**src/hdl/oaht_ram.sv**
```systemverilog
`default_nettype none
// ----------------------------------------------------------------------------
// oaht_ram
// Generic simple dual-port RAM: one write port, one read port, read data
// registered. Contents are undefined until written.
// ----------------------------------------------------------------------------
module oaht_ram #(
    parameter int WIDTH = 8,
    parameter int DEPTH = 16
) (
    input  wire logic                     clk,
    input  wire logic                     we,
    input  wire logic [$clog2(DEPTH)-1:0] waddr,
    input  wire logic [WIDTH-1:0]         wdata,
    input  wire logic [$clog2(DEPTH)-1:0] raddr,
    output logic      [WIDTH-1:0]         rdata
);

    logic [WIDTH-1:0] mem [DEPTH];

    // Write port
    always_ff @(posedge clk)
    begin
        if (we)
        begin
            mem[waddr] <= wdata;
        end
    end

    // Registered read port
    always_ff @(posedge clk)
    begin
        rdata <= mem[raddr];
    end

endmodule
`default_nettype wire

```
**config.mk**
```make
export PLATFORM = sky130hd
export DESIGN_NAME = oaht_ram
export DESIGN_NICKNAME = d
export VERILOG_FILES = /design/src/hdl/oaht_ram.sv
export SDC_FILE = /design/constraint.sdc
export NUM_CORES = 1
export LEC_CHECK = 0
export BUFFER_PORTS_ARGS = -buffer_cell sky130_fd_sc_hd__buf_4
export CAP_MARGIN = 5
export CORE_UTILIZATION = 60
export CTS_CLUSTER_SIZE = 16
export DETAILED_ROUTE_END_ITERATION = 6
export PLACE_DENSITY = 0.82
export SYNTH_ARGS = -nofsm -noshare
export SYNTH_HDL_FRONTEND = slang
export SYNTH_SLANG_ARGS = --single-unit
```
**constraint.sdc**
```tcl
create_clock -name clk -period 2.1 [get_ports clk]
set_input_delay 0.105 -clock clk [delete_from_list [all_inputs] [get_ports clk]]
set_output_delay 0.105 -clock clk [all_outputs]
set_load 0.005 [all_outputs]
```
==> metrics.md, run 1 <==
| Metric | Value |
|---|---|
| Dpl hpwl | `5770 um` |
| Crit path max-delay family | `multiplexers` |
| Die Area | `8950 sq um` |
| Post-synth cell types | `19` |
| Worst hold path class | `in2reg` |
| Top FF cell, synth | `edfxtp_1` |
| First-pass GRT wire length | `14500 um` |
| EDFF count, synth | `128` |
| Non-Filler Instances | `406` |
| DRT antenna net count | `0` |
| DRC | `0` |
| Num CTS Buffers | `17` |
| Total negative slack | `0 ns` |
| Worst path bufs/invs | `0` |
| Rows | `33` |
| Post-DR vias/cell | `6.30` |
| Static Leakage | `2.08 nW` |
| Mapped Avg Cell Area | `22.5 sq um` |
| Post-place setup slack | `0.425 ns` |
| Remaining Overflow, GRT | `0` |
| Synth top cells by count | `128 x edfxtp_1, 18 x mux4_2, 16 x a22oi_1, 14 x mux4_1, 13 x nor2_1` |
| WL final | `9850 um` |
| Yosys reg bits | `136` |
| Initial antenna violation count | `0` |
| Crit-path cells | `mux4_2, a22oi_1, nand2_1` |
| CTS root buf | `clkbuf_8` |
| CP Capture Type | `register` |
| Data arrival time of the critical path | `1.84 ns` |
| Tmin final | `1.47 ns` |
| # placed instances | `366` |
| Initial detailed-routing violation count | `245` |
| Share of cells above drive strength 1 | `0.296` |
| Worst Hold Slack | `0.128 ns` |
| Largest net degree at the start of global routing | `33` |
| Synth Warn # | `0` |
| Vias | `2557` |
| Initial core utilization | `0.623` |
| Synth-to-Final Area Change | `19.1%` |
| Hold Vio Cnt, Final | `0` |
| Clock-pin slew on the worst setup and hold paths | `0.06 ns` |
| Clock Sinks | `136` |
| Core region area | `8260 sq um` |
| IO Port Bufs | `25` |
| Slew Viols, Final | `0` |
| Syn Nets | `247` |
| Crit-path max FO | `1` |
| Die Span Y | `94.6 um` |
| Slowest stage delay, CP | `0.49 ns` |
| CTS Buffer Depth | `2` |
| Final-layout fill cell count | `469` |
| Antenna diode count | `0` |
| I/O pin count | `26` |
| CTS resizes | `0` |
| Rel. slew slack | `0.503` |
| Setup Buffers After CTS | `0` |
| Vias in the first global route | `2535` |
| Slowest stage cell, crit path | `mux4_2` |
| Worst Path Required | `2.47 ns` |
| Setup-failing EPs final | `0` |
| Final Util | `0.742` |
| Htree depth | `4` |
| Most area-hungry cell type in the Yosys netlist | `edfxtp_1` |
| Placer Congestion | `0.732` |
| Area contributors post-synth | `edfxtp_1 75%, mux4_2 7.9%, mux4_1 7.1%` |
| Final instance area | `6130 sq um` |
| GR Util All Layers | `0.244` |
| Most frequent cell after synthesis | `edfxtp_1` |
| Initial DRT Pass Iterations | `5` |
| Critical path class | `reg2reg` |
| Mapped Area | `5150 sq um` |
| Post-Syn Instances | `229` |
| Pwr Total | `5.96 mW` |
| CP startpoint kind | `register` |
| Power per Cell Area | `972 nW/um^2` |
| Worst Skew | `0.00429 ns` |
| Die width | `94.6 um` |
| Peak supply drop | `0.000652 V` |
| CTS tree | `done` |
| Synth top area share | `0.747` |
| Max-Cap Viols | `0` |
| Crit share post-route | `0.702` |
| Slew @ Worst Pin | `0.743 ns` |
| Register area share after synthesis | `0.778` |
| Placed cell areas | `5520 sq um` |
| Status | `complete, no violations` |
| Layout Nets | `306` |
| Fraction of registers with async set/reset | `0` |
| Final Worst Setup Slack | `0.626 ns` |
| Clock Latency Late Sink | `0.50 ns` |
| Routed len/inst | `24.3 um` |
| RSZ-0062 raised after global routing | `false` |
| Max Clk Rate | `0.679 GHz` |
-- routing by layer --
metal / GRT usage / wire, um
met1: 0.321 / 3950
met2: 0.396 / 5010
met3: 0.0556 / 739
met4: 0.104 / 150
met5: 0 / 0
-- path summary, 6_finish.rpt --
| check | from | endpoint | slack, ns | depth (start not counted) |
|---|---|---|---|---|
| worst max-delay path | mem[3][4] | rdata[4] | 0.63 | 3 |
| worst min-delay path | waddr[0] | mem[12][4] | 0.13 | 3 |
| worst max register to register | mem[3][4] | rdata[4] | 0.63 | 3 |
| worst min register to register | mem[8][3] | rdata[3] | 0.69 | 3 |
-- cells in the final DEF (no fill, tap or decap), drive strengths merged --
| cell type | Yosys | routed |
|---|---|---|
| clkinvlp | 0 | 6 |
| nand3b | 2 | 2 |
| and2b | 1 | 1 |
| and2 | 1 | 1 |
| or3b | 1 | 1 |
| dfxtp | 8 | 8 |
| edfxtp | 128 | 128 |
| nor3 | 4 | 4 |
| nand2 | 9 | 9 |
| bufinv | 0 | 1 |
| nand3 | 1 | 1 |
| clkbuf | 0 | 18 |
| nor2b | 1 | 1 |
| nor2 | 13 | 13 |
| nand2b | 2 | 2 |
| mux4 | 32 | 32 |
| a22oi | 16 | 16 |
| clkinv | 0 | 7 |
| buf | 7 | 42 |
| dlygate4sd3 | 0 | 8 |
-- worst reg2reg max path, stage by stage, from the launching register on --
cell and delay (ns):
edfxtp_1 0.38, mux4_2 0.49, a22oi_1 0.33, nand2_1 0.15
-- layout make-up --
class                   instances  area (sq um)  share of cell area
clock buffers                  18           418              0.0682
clock inverters                14           110              0.0180
multi-input cells              83          1060               0.173
flip-flops and latches        136          4000               0.653
well taps                     105           131              0.0214
repair buffers                 50           408              0.0666
-- where the power goes --
part | switching, mW | internal, mW
Combinational | 0.157 | 0.145
Clock | 1.05 | 1.55
Sequential | 0.0203 | 3.04
Total | 1.23 | 4.73
-- cell families after synthesis --
family                 synth area share
muxes                             0.150
AOI/OAI and AO/OA                0.0233
buffers and inverters            0.0168
and+or+nand+nor                  0.0318
DFF                               0.778
-- state kept, by name, indices dropped and copies added (netlist names) --
register / cells
mem: 128
rdata: 8
-- repair_timing --
| item | CTS | global route |
|---|---|---|
| hold buffers | 8 | 0 |
| setup endpoints to repair | 0 | 0 |
| endpoints found under the hold margin | 128 | 0 |
Power figures use the tool's default switching activity.
==> inputs of run 2 (changes only) <==
- clock period: 2.1 -> 1.5 ns (I/O delays scaled with it)
==> run 2 against run 1 <==
Compared with the run above:
- final cell count is 2.2% higher
- cell area is 3.8% higher
- first-iteration DRC count is 21% higher
- critical endpoint is now rdata[0]
==> metrics.md, run 2 (same netlist as run 1, synthesis figures left out) <==
| Metric | Value |
|---|---|
| Status | `complete, no violations` |
| Hold Vio Cnt, Final | `0` |
| Vias in the first global route | `2651` |
| CTS Buffer Depth | `2` |
| Slew Viols, Final | `0` |
| Most frequent cells in the layout | `128 x edfxtp_1, 49 x buf_4, 18 x mux4_2` |
| # placed instances | `376` |
| Static Leakage | `2.22 nW` |
| I/O pin count | `26` |
| Remaining Overflow, GRT | `0` |
| Worst Path Required | `1.90 ns` |
| Worst Skew | `0.00622 ns` |
| Core region area | `8260 sq um` |
| Tmin final | `1.38 ns` |
| Clock-pin slew on the worst setup and hold paths | `0.06 ns` |
| Fraction of power spent switching nets | `0.182` |
| Crit-path max FO | `1` |
| Largest net degree at the start of global routing | `23` |
| CTS tree | `done` |
| Largest registers | `mem (128), rdata (8)` |
| Crit share post-route | `0.922` |
| DRT antenna net count | `0` |
| Max FFs per register | `128` |
| Crit path max-delay family | `multiplexers` |
| FF-to-FF setup slack | `0.12 ns` |
| Placer Congestion | `0.873` |
| Dpl hpwl | `6060 um` |
| Initial core utilization | `0.623` |
| Initial detailed-routing violation count | `297` |
| WL final | `10300 um` |
| Power per Cell Area | `1450 nW/um^2` |
| Initial DRT Pass Iterations | `5` |
| Pwr Total | `9.23 mW` |
| Max-Cap Viols | `0` |
| Die Area | `8950 sq um` |
| Initial antenna violation count | `0` |
| CP Capture Type | `register` |
| Final instance area | `6360 sq um` |
| Combinational share of power | `0.048` |
| Max Clk Rate | `0.723 GHz` |
| Slowest stage cell, crit path | `mux4_1` |
| Post-DR vias/cell | `6.26` |
| Multi-input combinational cell area | `1060 sq um` |
| CP startpoint kind | `register` |
| Slowest stage delay, CP | `0.53 ns` |
| Vias | `2598` |
| DRC | `0` |
| Layout Nets | `316` |
| GR Util All Layers | `0.261` |
| Peak supply drop | `0.00106 V` |
| IO Port Bufs | `25` |
| Final-layout fill cell count | `443` |
| Synth-to-Final Area Change | `23.5%` |
| Htree depth | `4` |
| Clock Sinks | `136` |
| RSZ-0062 raised after global routing | `false` |
| Worst path bufs/invs | `0` |
| Rows | `33` |
| Clock Latency Late Sink | `0.51 ns` |
| Reg with most FFs | `mem` |
| Routed len/inst | `24.9 um` |
| Antenna diode count | `0` |
| First-pass GRT wire length | `15300 um` |
| Die Span Y | `94.6 um` |
| Crit-path cells | `mux4_1, a22oi_1, nand2_1` |
| Data arrival time of the critical path | `1.78 ns` |
| Setup-failing EPs final | `0` |
| CTS root buf | `clkbuf_8` |
| Critical path class | `reg2reg` |
| Slew @ Worst Pin | `0.392 ns` |
| FF+latch area | `4000 sq um` |
| Clock power frac | `0.488` |
| Worst hold path class | `in2reg` |
| Non-Filler Instances | `415` |
| Pint | `7.55 mW` |
| Flop pwr share | `0.464` |
| Num CTS Buffers | `17` |
| Total negative slack | `0 ns` |
| Sw power | `1.68 mW` |
| Placed cell areas | `5630 sq um` |
| CTS resizes | `0` |
| Commonest non-fill, non-tap cell in the layout | `edfxtp_1` |
| Die width | `94.6 um` |
| Rel. slew slack | `0.739` |
| Share of cells above drive strength 1 | `0.326` |
## run 2: cell types whose count changed in the layout (fill, tap and decap cells not counted), moves of 2 or more
cell | previous run | this run
buf_4 | 41 | 49
clkbuf_8 | 1 | 6
clkinvlp_4 | 6 | 1
bufinv_16 | 1 | 5
clkinv_1 | 3 | 0
buf_12 | 1 | 3
clkinv_2 | 3 | 1
## run 2: power by group through the flow
stage	combinational, mW	clock, mW	sequential, mW
floorplan	0.216	0	4.35
global placement	0.413	0	4.35
detailed placement	0.428	0	4.36
CTS	0.449	4.55	4.28
global route	0.477	4.69	4.29
finish	0.445	4.50	4.28
## run 2: worst paths after layout
path,from,to,cells after the start
max reg2reg,mem[1][0],rdata[0],3
min,raddr[1],rdata[5],4
min reg2reg,mem[15][0],rdata[0],3
max,mem[1][0],rdata[0],3
## run 2: stage by stage
stage                     worst slack, ns  hold WS, ns  utilization
after floorplan                     0.159        0.174            -
after global placement             0.0563        0.373        0.681
after detailed placement          0.00949        0.385        0.681
after CTS                           0.104       0.0588        0.770
after global routing               0.0455       0.0721        0.770
final                               0.117       0.0712        0.770
## run 2: cell type report
| cell class | instances | share of cell area |
|---|---|---|
| tap | 105 | 0.0207 |
| timing repair buffer | 60 | 0.0799 |
| sequential | 136 | 0.630 |
| clock buffer | 24 | 0.0771 |
| clock inverter | 7 | 0.0256 |
| multi-input combinational | 83 | 0.167 |
## run 2: worst min-delay path: cells and delay by family
kind	cells	cell delay [ns]
buf+inv	1	0.16
simple gates	1	0.06
mux	1	0.18
compound gates	1	0.08
## run 2: repair_timing
action / CTS / global route
endpoints found under the hold margin: 128 / 0
hold buffers: 8 / 0
setup buffers: 0 / 0
## run 2: routing by layer
| layer | vias up | GRT usage | wire length [um] |
|---|---|---|---|
| met4 | 0 | 0.104 | 193 |
| met5 | - | 0 | 0 |
| met3 | 21 | 0.0684 | 828 |
| met1 | 1324 | 0.347 | 4080 |
| li1 | 1112 | - | - |
| met2 | 141 | 0.415 | 5230 |
